[config.mk]
export PLATFORM = sky130hd
export DESIGN_NAME = midpoint_ellipse_rasterizer_unit
export DESIGN_NICKNAME = d
export VERILOG_FILES = /design/src/hdl/mer_pkg.sv /design/src/hdl/midpoint_ellipse_rasterizer_unit.sv /design/src/hdl/mer_dp.sv /design/src/hdl/mer_ctrl.sv
export SDC_FILE = /design/constraint.sdc
export NUM_CORES = 2
export LEC_CHECK = 0
export BUFFER_PORTS_ARGS = -buffer_cell sky130_fd_sc_hd__buf_2
export CAP_MARGIN = 20
export CORE_MARGIN = 4
export CORE_UTILIZATION = 53
export CTS_CLUSTER_DIAMETER = 100
export DETAILED_ROUTE_END_ITERATION = 6
export GPL_TIMING_DRIVEN = 0
export PLACE_DENSITY = 0.77
export RECOVER_POWER = 50
export SLEW_MARGIN = 25
export SYNTH_ARGS = -nofsm -noshare
export SYNTH_HDL_FRONTEND = slang
export SYNTH_SLANG_ARGS = --single-unit
[constraint.sdc]
create_clock -name clk -period 10.9 [get_ports clk]
set_clock_uncertainty 0.15 [all_clocks]
set_input_delay 0.545 -clock clk [delete_from_list [all_inputs] [get_ports clk]]
set_output_delay 0.545 -clock clk [all_outputs]
set_load 0.02 [all_outputs]
[src/hdl/mer_pkg.sv]
`timescale 1ns / 1ps

package mer_pkg;

  // Field widths
  localparam int COORD_BITS  = 10;
  localparam int RADIUS_BITS = 9;
  localparam int OUT_BITS    = COORD_BITS + 2;

  // Internal widths
  localparam int XOFF_BITS  = RADIUS_BITS + 1;          // x may pass rx by one
  localparam int TX_BITS    = RADIUS_BITS + 2;          // 2x+1
  localparam int SQ_BITS    = 2 * RADIUS_BITS;          // rx^2, ry^2
  localparam int MUL_A_BITS = SQ_BITS;
  localparam int MUL_B_BITS = 2 * TX_BITS;              // holds (2x+1)^2
  localparam int PROD_BITS  = MUL_A_BITS + MUL_B_BITS;
  localparam int SLOPE_BITS = 3 * RADIUS_BITS + 3;
  localparam int DEC_BITS   = 4 * RADIUS_BITS + 6;

  // Command codes
  localparam logic CMD_START = 1'b0;
  localparam logic CMD_STEP  = 1'b1;

  typedef struct packed {
    logic                   cmd;
    logic [COORD_BITS-1:0]  center_x;
    logic [COORD_BITS-1:0]  center_y;
    logic [RADIUS_BITS-1:0] radius_x;
    logic [RADIUS_BITS-1:0] radius_y;
  } mer_in_t;

  typedef struct packed {
    logic signed [OUT_BITS-1:0] right_x;
    logic signed [OUT_BITS-1:0] left_x;
    logic signed [OUT_BITS-1:0] upper_y;
    logic signed [OUT_BITS-1:0] lower_y;
    logic                       point_valid;
    logic                       last;
  } mer_out_t;

  // Datapath operations issued by the controller
  typedef enum logic [3:0] {
    OP_NONE,
    OP_LOAD,
    OP_IDLE_ACK,
    OP_STEP_A,
    OP_INIT_RYY,
    OP_INIT_RXY,
    OP_INIT_DEC,
    OP_SETTLE,
    OP_STEP_B,
    OP_SW_TX,
    OP_SW_RYT,
    OP_SW_YM,
    OP_SW_RXY,
    OP_SW_ACC,
    OP_SW_FIN
  } dp_op_t;

  typedef enum logic [3:0] {
    ST_IDLE,
    ST_INIT_RYY,
    ST_INIT_RXY,
    ST_INIT_DEC,
    ST_SETTLE,
    ST_STEP_B,
    ST_SW_TX,
    ST_SW_RYT,
    ST_SW_YM,
    ST_SW_RXY,
    ST_SW_ACC,
    ST_SW_FIN
  } mer_state_t;

  // Datapath status back to the controller
  typedef struct packed {
    logic active;     // an ellipse is being walked
    logic sw_need;    // region 1 is over and y is nonzero
    logic stg_busy;   // result stage holds a beat not yet moved out
  } dp_sts_t;

endpackage

[src/hdl/midpoint_ellipse_rasterizer_unit.sv]
// Start beat, accept to accept: load and square rx, square ry, rx^2*ry, decision, settle;
// a region switch right at start adds the switch sequence on the one shared multiplier.
// Step beat, accept to accept: move, decision update, staged result to the output register
// (the move out waits while out_stall holds the output), plus the switch when it ends region 1.
// A step when idle is staged and then moved to the output register, like every result.
// Reset (synchronous, rst_n low): controller idle, no ellipse active, no result pending.
`timescale 1ns / 1ps

module midpoint_ellipse_rasterizer_unit (
  input  logic              clk,
  input  logic              rst_n,
  input  logic              in_valid,
  output logic              in_stall,
  input  mer_pkg::mer_in_t  in_data,
  output logic              out_valid,
  input  logic              out_stall,
  output mer_pkg::mer_out_t out_data
);
  import mer_pkg::*;

  dp_op_t  op;
  dp_sts_t sts;

  // Sequencer
  mer_ctrl u_ctrl (
    .clk      (clk),
    .rst_n    (rst_n),
    .in_valid (in_valid),
    .in_cmd   (in_data.cmd),
    .sts      (sts),
    .op       (op),
    .in_stall (in_stall)
  );

  // Walk registers, multiplier and result registers
  mer_dp u_dp (
    .clk       (clk),
    .rst_n     (rst_n),
    .op        (op),
    .in_data   (in_data),
    .sts       (sts),
    .out_valid (out_valid),
    .out_stall (out_stall),
    .out_data  (out_data)
  );

endmodule

[src/hdl/mer_dp.sv]
`timescale 1ns / 1ps

module mer_dp (
  input  logic             clk,
  input  logic             rst_n,
  input  mer_pkg::dp_op_t  op,
  input  mer_pkg::mer_in_t in_data,
  output mer_pkg::dp_sts_t sts,
  output logic             out_valid,
  input  logic             out_stall,
  output mer_pkg::mer_out_t out_data
);
  import mer_pkg::*;

  // Walk state
  logic [XOFF_BITS-1:0]       x_r, x_nxt;
  logic [RADIUS_BITS-1:0]     y_r, y_nxt;
  logic signed [DEC_BITS-1:0] dec_r, dec_nxt;
  logic [SLOPE_BITS-1:0]      sx_r, sx_nxt;
  logic [SLOPE_BITS-1:0]      sy_r, sy_nxt;
  logic [SQ_BITS-1:0]         rx2_r, rx2_nxt;
  logic [SQ_BITS-1:0]         ry2_r, ry2_nxt;
  logic [COORD_BITS-1:0]      cx_r, cx_nxt;
  logic [COORD_BITS-1:0]      cy_r, cy_nxt;
  logic                       r2_r, r2_nxt;
  logic                       active_r, active_nxt;
  logic                       br_r, br_nxt;        // step took the diagonal move
  logic [PROD_BITS-1:0]       p_r;

  // Result stage and output register
  mer_out_t stg_r, stg_nxt;
  logic     stg_vld_r, stg_vld_nxt;
  mer_out_t out_r, out_nxt;
  logic     out_vld_r, out_vld_nxt;

  // Shared multiplier
  logic [MUL_A_BITS-1:0] mul_a;
  logic [MUL_B_BITS-1:0] mul_b;
  logic [PROD_BITS-1:0]  prod;
  logic [TX_BITS-1:0]    tx;
  logic [RADIUS_BITS-1:0] ym;

  assign tx = {x_r, 1'b1};
  assign ym = y_r - RADIUS_BITS'(1);

  always_comb begin
    mul_a = '0;
    mul_b = '0;
    case (op)
      OP_LOAD: begin
        mul_a = MUL_A_BITS'(in_data.radius_x);
        mul_b = MUL_B_BITS'(in_data.radius_x);
      end
      OP_INIT_RYY: begin
        mul_a = MUL_A_BITS'(y_r);
        mul_b = MUL_B_BITS'(y_r);
      end
      OP_INIT_RXY: begin
        mul_a = rx2_r;
        mul_b = MUL_B_BITS'(y_r);
      end
      OP_SW_TX: begin
        mul_a = MUL_A_BITS'(tx);
        mul_b = MUL_B_BITS'(tx);
      end
      OP_SW_RYT: begin
        mul_a = ry2_r;
        mul_b = p_r[MUL_B_BITS-1:0];
      end
      OP_SW_YM: begin
        mul_a = MUL_A_BITS'(ym);
        mul_b = MUL_B_BITS'(ym);
      end
      OP_SW_RXY: begin
        mul_a = rx2_r;
        mul_b = p_r[MUL_B_BITS-1:0];
      end
      OP_SW_ACC: begin
        mul_a = rx2_r;
        mul_b = MUL_B_BITS'(ry2_r);
      end
      default: begin
        mul_a = '0;
        mul_b = '0;
      end
    endcase
  end

  assign prod = PROD_BITS'(mul_a) * PROD_BITS'(mul_b);

  // Common terms
  logic signed [DEC_BITS-1:0] p_ext, rx2_ext, ry2_ext, step_delta;
  logic [SLOPE_BITS-1:0]      sx_inc, sy_dec;
  logic [SLOPE_BITS:0]        step_add;
  logic [SLOPE_BITS-1:0]      step_sub;
  logic                       dec_neg, dec_pos, region1_done;
  logic                       out_free, moving;

  assign p_ext   = DEC_BITS'(p_r);
  assign rx2_ext = DEC_BITS'(rx2_r);
  assign ry2_ext = DEC_BITS'(ry2_r);
  assign sx_inc  = sx_r + SLOPE_BITS'({ry2_r, 1'b0});
  assign sy_dec  = sy_r - SLOPE_BITS'({rx2_r, 1'b0});
  assign dec_neg = dec_r[DEC_BITS-1];
  assign dec_pos = !dec_neg && (dec_r != '0);
  assign region1_done = !r2_r && (sx_r >= sy_r);

  // Decision update of a step, from slopes already moved by OP_STEP_A
  always_comb begin
    if (r2_r) begin
      step_add = br_r ? ({1'b0, sx_r} + (SLOPE_BITS + 1)'(rx2_r))
                      : (SLOPE_BITS + 1)'(rx2_r);
    end else begin
      step_add = {1'b0, sx_r} + (SLOPE_BITS + 1)'(ry2_r);
    end
    step_sub   = (r2_r || br_r) ? sy_r : '0;
    step_delta = (DEC_BITS'(step_add) - DEC_BITS'(step_sub)) <<< 2;
  end

  assign out_free = !out_vld_r || !out_stall;
  assign moving   = stg_vld_r && out_free;

  // Next-state of the walk
  always_comb begin
    x_nxt      = x_r;
    y_nxt      = y_r;
    dec_nxt    = dec_r;
    sx_nxt     = sx_r;
    sy_nxt     = sy_r;
    rx2_nxt    = rx2_r;
    ry2_nxt    = ry2_r;
    cx_nxt     = cx_r;
    cy_nxt     = cy_r;
    r2_nxt     = r2_r;
    active_nxt = active_r;
    br_nxt     = br_r;
    stg_nxt    = stg_r;
    stg_vld_nxt = moving ? 1'b0 : stg_vld_r;
    case (op)
      OP_LOAD: begin
        cx_nxt     = in_data.center_x;
        cy_nxt     = in_data.center_y;
        x_nxt      = '0;
        y_nxt      = in_data.radius_y;
        sx_nxt     = '0;
        r2_nxt     = 1'b0;
        active_nxt = 1'b1;
        stg_nxt    = '0;
        stg_vld_nxt = 1'b1;
      end
      OP_IDLE_ACK: begin
        stg_nxt      = '0;
        stg_nxt.last = 1'b1;
        stg_vld_nxt  = 1'b1;
      end
      OP_STEP_A: begin
        // emit the current point, then move x and/or y
        stg_nxt.right_x     = OUT_BITS'(cx_r) + OUT_BITS'(x_r);
        stg_nxt.left_x      = OUT_BITS'(cx_r) - OUT_BITS'(x_r);
        stg_nxt.upper_y     = OUT_BITS'(cy_r) + OUT_BITS'(y_r);
        stg_nxt.lower_y     = OUT_BITS'(cy_r) - OUT_BITS'(y_r);
        stg_nxt.point_valid = 1'b1;
        stg_nxt.last        = 1'b0;
        if (!r2_r) begin
          x_nxt  = x_r + XOFF_BITS'(1);
          sx_nxt = sx_inc;
          br_nxt = !dec_neg;
          if (!dec_neg) begin
            y_nxt  = ym;
            sy_nxt = sy_dec;
          end
        end else begin
          y_nxt  = ym;
          sy_nxt = sy_dec;
          br_nxt = !dec_pos;
          if (!dec_pos) begin
            x_nxt  = x_r + XOFF_BITS'(1);
            sx_nxt = sx_inc;
          end
        end
      end
      OP_INIT_RYY: rx2_nxt = p_r[SQ_BITS-1:0];
      OP_INIT_RXY: ry2_nxt = p_r[SQ_BITS-1:0];
      OP_INIT_DEC: begin
        sy_nxt  = SLOPE_BITS'({p_r, 1'b0});
        dec_nxt = (ry2_ext <<< 2) - (p_ext <<< 2) + rx2_ext;
      end
      OP_SETTLE: begin
        if (region1_done) r2_nxt = 1'b1;
        if (y_r == '0) active_nxt = 1'b0;
      end
      OP_STEP_B: begin
        dec_nxt = dec_r + step_delta;
        if (region1_done) r2_nxt = 1'b1;
        if (y_r == '0) active_nxt = 1'b0;
        stg_nxt.last = (y_r == '0);
        stg_vld_nxt  = 1'b1;
      end
      OP_SW_YM:  dec_nxt = p_ext;
      OP_SW_ACC: dec_nxt = dec_r + (p_ext <<< 2);
      OP_SW_FIN: dec_nxt = dec_r - (p_ext <<< 2);
      default: begin
        dec_nxt = dec_r;
      end
    endcase
  end

  // Output register
  always_comb begin
    out_nxt     = moving ? stg_r : out_r;
    out_vld_nxt = moving ? 1'b1 : (out_vld_r && out_stall);
  end

  // Control state
  always_ff @(posedge clk) begin
    if (!rst_n) begin
      active_r  <= 1'b0;
      stg_vld_r <= 1'b0;
      out_vld_r <= 1'b0;
    end else begin
      active_r  <= active_nxt;
      stg_vld_r <= stg_vld_nxt;
      out_vld_r <= out_vld_nxt;
    end
  end

  // Payload registers
  always_ff @(posedge clk) begin
    x_r   <= x_nxt;
    y_r   <= y_nxt;
    dec_r <= dec_nxt;
    sx_r  <= sx_nxt;
    sy_r  <= sy_nxt;
    rx2_r <= rx2_nxt;
    ry2_r <= ry2_nxt;
    cx_r  <= cx_nxt;
    cy_r  <= cy_nxt;
    r2_r  <= r2_nxt;
    br_r  <= br_nxt;
    p_r   <= prod;
    stg_r <= stg_nxt;
    out_r <= out_nxt;
  end

  assign sts.active   = active_r;
  assign sts.sw_need  = region1_done && (y_r != '0);
  assign sts.stg_busy = stg_vld_r;
  assign out_valid    = out_vld_r;
  assign out_data     = out_r;

endmodule

[src/hdl/mer_ctrl.sv]
`timescale 1ns / 1ps

module mer_ctrl (
  input  logic             clk,
  input  logic             rst_n,
  input  logic             in_valid,
  input  logic             in_cmd,
  input  mer_pkg::dp_sts_t sts,
  output mer_pkg::dp_op_t  op,
  output logic             in_stall
);
  import mer_pkg::*;

  mer_state_t state_r, state_nxt;
  logic       take;

  assign take = in_valid && !sts.stg_busy;

  // Next state
  always_comb begin
    state_nxt = state_r;
    case (state_r)
      ST_IDLE: begin
        if (take) begin
          if (in_cmd == CMD_START) begin
            state_nxt = ST_INIT_RYY;
          end else if (sts.active) begin
            state_nxt = ST_STEP_B;
          end
        end
      end
      ST_INIT_RYY: state_nxt = ST_INIT_RXY;
      ST_INIT_RXY: state_nxt = ST_INIT_DEC;
      ST_INIT_DEC: state_nxt = ST_SETTLE;
      ST_SETTLE:   state_nxt = sts.sw_need ? ST_SW_TX : ST_IDLE;
      ST_STEP_B:   state_nxt = sts.sw_need ? ST_SW_TX : ST_IDLE;
      ST_SW_TX:    state_nxt = ST_SW_RYT;
      ST_SW_RYT:   state_nxt = ST_SW_YM;
      ST_SW_YM:    state_nxt = ST_SW_RXY;
      ST_SW_RXY:   state_nxt = ST_SW_ACC;
      ST_SW_ACC:   state_nxt = ST_SW_FIN;
      ST_SW_FIN:   state_nxt = ST_IDLE;
      default:     state_nxt = ST_IDLE;
    endcase
  end

  // Outputs
  always_comb begin
    in_stall = (state_r != ST_IDLE) || sts.stg_busy;
    op       = OP_NONE;
    case (state_r)
      ST_IDLE: begin
        if (take) begin
          if (in_cmd == CMD_START) begin
            op = OP_LOAD;
          end else if (sts.active) begin
            op = OP_STEP_A;
          end else begin
            op = OP_IDLE_ACK;
          end
        end
      end
      ST_INIT_RYY: op = OP_INIT_RYY;
      ST_INIT_RXY: op = OP_INIT_RXY;
      ST_INIT_DEC: op = OP_INIT_DEC;
      ST_SETTLE:   op = OP_SETTLE;
      ST_STEP_B:   op = OP_STEP_B;
      ST_SW_TX:    op = OP_SW_TX;
      ST_SW_RYT:   op = OP_SW_RYT;
      ST_SW_YM:    op = OP_SW_YM;
      ST_SW_RXY:   op = OP_SW_RXY;
      ST_SW_ACC:   op = OP_SW_ACC;
      ST_SW_FIN:   op = OP_SW_FIN;
      default:     op = OP_NONE;
    endcase
  end

  always_ff @(posedge clk) begin
    if (!rst_n) begin
      state_r <= ST_IDLE;
    end else begin
      state_r <= state_nxt;
    end
  end

endmodule

Word-level counts from Yosys, hierarchy flattened --
Cells that the tools add are included.
Operators by class: multiply operators 1, add/sub/neg operators 16, magnitude comparators 1, eq/ne operators 31, reductions and logical operators 41, multiplexer cells 37
Operators with widths (number):
- $pmux W42 S5 | 1
- $mux W30 | 5
- $pmux W22 S6 | 1
- $pmux W30 S2 | 2
- $pmux W18 S6 | 1
- $pmux W49 S2 | 1
- $add A42 B42 Y42 | 2
- $add A30 B18 Y31 | 2
- $mux W31 | 2
- $pmux W4 S12 | 1
- $eq A4 B4 Y1 const B | 11
- $add A42 B19 Y42 | 1
- $reduce_bool A42 Y1 | 1
- $sub A21 B42 Y42 | 1
- $sub A42 B42 Y42 | 1
- $mul A18 B22 Y40 | 1
- $pmux W4 S10 | 1
- $eq A4 B3 Y1 const B | 8
- $sub A31 B30 Y32 | 1
- $add A30 B19 Y30 | 1
- $ge A30 B30 Y1 | 1
- $sub A30 B19 Y30 | 1
- $mux W10 | 2
- $mux W4 | 5
- other kinds (31) | 73
Word-level totals: output and inout port bits 52, word-level logic and storage cells 155, register bits after elaboration 326, bits of input ports 43

Depth between registers and ports, before layout --
word-level depth 8, mapped depth 40, mapped depth without buffers 39

Hierarchy --
From an unflattened synthesis, not the netlist that was laid out.
Unflattened totals: cells, all modules 4366, area total of the unflattened synthesis 38199.1 µm²
Modules (own cells, without submodules):
- mer_dp | cells an instance 4322, sequential area each 8818.5 µm², area each 37862.6 µm², instances 1
- mer_ctrl | cells an instance 44, sequential area each 80.1 µm², area each 336.6 µm², instances 1

Least setup slack after synthesis --
OpenSTA, ideal clock, no wires.
path kind reg2reg, start point register u_ctrl.state_r[3], end point register u_dp.p_r[37], library setup time 72 ps, required time 10678 ps, clock period less this slack 8466 ps, data arrival time 8244 ps, path slack 2434 ps, stages on the path, launching flop included 35, cell sequence dfxtp_1 -> or2_2 -> clkbuf_1 -> a31oi_1 -> or3_1 -> nand2_1 -> nor2_1 -> clkbuf_1 -> a221oi_1 -> and2_1 -> clkbuf_1 -> clkbuf_1 -> nor2_1 -> fa_1 -> inv_1 -> fa_1 -> inv_1 -> fa_1 -> fa_1 -> fa_1 -> inv_1 -> fa_1 -> inv_1 -> ha_1 -> a21o_1 -> a21o_1 -> a21oi_1 -> o21ai_0 -> a211oi_1 -> o311ai_0 -> nand2_1 -> o22a_1 -> nand2b_1 -> a31oi_1 -> xnor2_1
Between the ends: cells in the longest elaborated chain, start to end 6, elaborated cells between the ends (all ways) 27, classes of those cells mul (1); eq/ne (19); mux (3); reduce/logical (4)
Ends and longest elaborated chain:
- from (decl) | line mer_ctrl.sv:14 | mer_state_t state_r, state_nxt;
- from (signal assigned) | line mer_ctrl.sv:82 | state_r <= state_nxt;
- $eq A4 B4 Y1, or another cell as far along | line mer_ctrl.sv:51 | case (state_r)
- $pmux W4 S12 (*) | line mer_ctrl.sv:51
- $eq A4 B4 Y1 or $eq A4 B3 Y1 (tied branches) | line mer_dp.sv:49 | case (op)
- $reduce_or A3 Y1 (no line) or $reduce_or A2 Y1 (tied branches)
- $pmux W18 S6 or $pmux W22 S6 (tied branches) | line mer_dp.sv:49
- $mul A18 B22 Y40 (*) | line mer_dp.sv:89 | assign prod = PROD_BITS'(mul_a) * PROD_BITS'(mul_b);
- named net u_dp.prod[37] | line mer_dp.sv:39 | logic [PROD_BITS-1:0] prod;
- to (signal assigned) | line mer_dp.sv:240 | p_r <= prod;
- to (decl) | line mer_dp.sv:28 | logic [PROD_BITS-1:0] p_r;
The timed path passes the listed nets; every way through them passes the cells marked *. A chain may end at the register's enable or synchronous reset.

Worst setup path in the final report --
start point register u_ctrl.state_r[0], end point register u_dp.p_r[38]
The elaborated chain is that of the path after synthesis.

==> results.yml <==
status:
  outcome: "finished, violations left"
  violations: "design-rule violations, max-capacitance violations, max-slew violations"
yosys:
  synth_area_leaders: "edfxtp_1, fa_1, ha_1, inv_1, nor2_1"
  synthesis.area_mm2: 0.0380
  ys_seq_area_frac: 0.234
  synth_top_area_frac: 0.209
  synthArstFlopShare: 0
  synth_commonest_cells: "inv_1, nor2_1, nand2_1"
  yosysTopAreaCell: "edfxtp_1"
  ys.flop_type: "edfxtp_1"
  synth-edff-count: 265
  synth_seq_cells: 312
  yosys.cell_types.count: 98
  avgSynthCellArea_um2: 8.72
  yosysWarnings: 0
  synth_most_common_cell: "inv_1"
  synthCells: 4358
drt:
  routed_wl_mm: 118
  vias: 33000
  drt_first_pass_iters: 7
  postRouteAntennaNets: 0
  wl_per_cell_um: 21.4
  drt_iter0_markers: 3657
  vias_per_cell: 6.01
  drc: 7
sta:
  maxSlewViolCount: 45
  rsz0062_at_grt: "false"
  min_period_ns: 10.41
  fin_hold_ws_ns: 0.0667
  finalHoldViolCount: 0
  max_freq_mhz: 96.0
  slew_headroom: -0.299
  setup_ws_ns: 0.486
  finalSetupViolCount: 0
  fin_crit_sh: 0.955
  worstMarginPinSlew_ns: 1.94
place:
  place_ws_ns: 0.0216
  port_buffers: 92
  hpwl_mm: 96.4
  gp_congestion: 0.986
global_route:
  grt_pass1_vias: 32900
  grt_usage: 0.312
  grt_first_pass_wirelength_mm: 184
  antenna_found_initial: 0
  grt_max_degree: 26
  grt-ovfl-total: 0
floorplanning:
  core_area_mm2: 0.0705
  dieArea_mm2: 0.0760
  dieHeight_um: 276
  rows: 97
  die_x_um: 276
  start_util: 0.539
  io_pins: 95
final_layout:
  layout-drive-gt1-share: 0.0371
  fillCellCount: 6211
  area_delta_synth_final_pct: 8.40
  fin_nets: 5256
setup_path:
  cp_data_required_time_ns: 11.22
  critPathArrivalTime_ns: 10.74
  critical-path-max-stage-delay_ns: 0.97
  crit_fanout: 21
  end_kind: "register"
  start_kind: "register"
  path_common_cell: "fa_1"
  crit_path_top_delay_cell: "clkbuf_1"
  path_class: "register to register"
power_and_ir_drop:
  irDropWorstVdd_mv: 0.124
  leakage_nw: 18.0
  p_per_area_mw_per_mm2: 169
clock_network:
  cts_root_buffer: "clkbuf_16"
  ctsHtreeMaxLevel: 2
  insertion_delay_ns: 0.58
  numCtsBuffers: 38
  clk_pin_slew_ns: 0.06
  cts_buffer_depth: 3
  clock_sinks: 312
  cts_tree: "yes"
job:
  maxCapViolCount: 3
worst_hold_path:
  worst_hold_path_type: "primary input to register"
## cell usage in the layout, fill, tap and decap left out, types with 35 or more instances in the layout
master / n
clkbuf_1: 234
or3_1: 35
nor2b_1: 51
nor3_1: 75
clkbuf_16: 40
xnor2_1: 202
nor2_1: 485
nand3_1: 69
a21oi_1: 248
fa_1: 346
xor2_1: 84
nand2b_1: 60
edfxtp_1: 265
o21a_1: 40
buf_2: 38
ha_1: 346
inv_1: 578
a21o_1: 78
nand2_1: 433
dfxtp_1: 47
a22oi_1: 41
o21ai_0: 179
## report_power, final
| group | total (W) | internal (W) | switching [W] | leakage (nW) |
|---|---|---|---|---|
| sequential | 0.00173 | 0.00154 | 0.000193 | 2.86 |
| clock | 0.00127 | 0.000724 | 0.000545 | 0.591 |
| combinational | 0.00395 | 0.00154 | 0.00240 | 14.6 |
| total | 0.00695 | 0.00380 | 0.00314 | 18.0 |
## flip-flops by register name, summed over array words and instances, names as in the netlist, 4 cells and up
name and cells:
u_dp.dec_r 42, u_dp.p_r 40, u_dp.y_r 9, u_dp.sx_r 29, u_dp.ry2_r 18, u_dp.rx2_r 18
u_ctrl.state_r 4, u_dp.out_data 44, u_dp.x_r 10, u_dp.cy_r 10, u_dp.stg_r 44, u_dp.sy_r 29
u_dp.cx_r 10
## metal layers
layer  vias to the layer above  wire, µm  GRT usage  share of wire
met1                     16000     47200      0.418           0.40
met5                         -         0          0              0
li1                      15100         -          -              -
met3                       294     12600     0.0690           0.11
met2                      1599     52400      0.493           0.45
met4                         0      5490      0.127          0.047
## area by class of cell
class,instances,area (µm²),area share
Clock buffer,49,1030,0.0251
Timing Repair Buffer,122,716,0.0174
Tap cell,940,1180,0.0286
Inverter,578,2170,0.0527
Antenna cell,1,2.50,0.0000607
Buffer,184,723,0.0176
Sequential cell,312,8900,0.216
Clock inverter,20,184,0.00446
Multi-Input combinational cell,3285,26300,0.638
## what timing repair did
item / CTS / global route
endpoints found under the setup margin: 1 / 10
pin swaps: 0 / 1
resized for setup: 1 / 9
hold endpoints to repair: 17 / 0
hold buffers: 17 / 0
setup buffers: 0 / 1
## metrics by stage
stage	cell area [µm²]	std cells	setup TNS (ns)	util	power, W
floorplan	38000	4359	0	-	0.00459
global placement	39600	5391	-0.0926	0.562	0.00549
detailed placement	39900	5402	0	0.567	0.00557
CTS	41300	5488	0	0.586	0.00687
global route	41200	5490	0	0.584	0.00740
finish	41200	5491	0	0.584	0.00695
## critical path, delay by kind of cell, from the launching register on
family          cells  cell delay (ns)
flops               1             0.37
compound gates      8             2.54
buf+inv             8             2.44
simple gates        6             1.55
fa+ha+maj           7             3.26
## worst paths after layout
check	from	end	slack [ns]	cells after the start
worst min register to register	u_dp.stg_r[3]$_SDFFCE_PN0P_	u_dp.out_data[3]$_DFFE_PP_	0.26	0
worst max-delay path	u_ctrl.state_r[0]$_SDFFE_PN0P_	u_dp.p_r[38]$_DFF_P_	0.49	29
worst max register to register	u_ctrl.state_r[0]$_SDFFE_PN0P_	u_dp.p_r[38]$_DFF_P_	0.49	29
worst min-delay path	in_data[21]	u_dp.cy_r[3]$_DFFE_PN_	0.07	1
## logic make-up (layout without fill, tap and decap cells)
kind of cell             after synthesis  after routing  synth area share
other                                  1              3         0.0000987
XOR/XNOR                             286            286            0.0659
AO/OA/AOI/OAI                        890            890             0.153
flip-flops                           312            312             0.234
multiplexers                          25             25           0.00672
buffers and inverters                762            953            0.0761
AND/OR/NAND/NOR                     1390           1390             0.168
adder cells (fa/ha/maj)              692            692             0.296
Note: power is estimated with default switching activity, not from simulation.
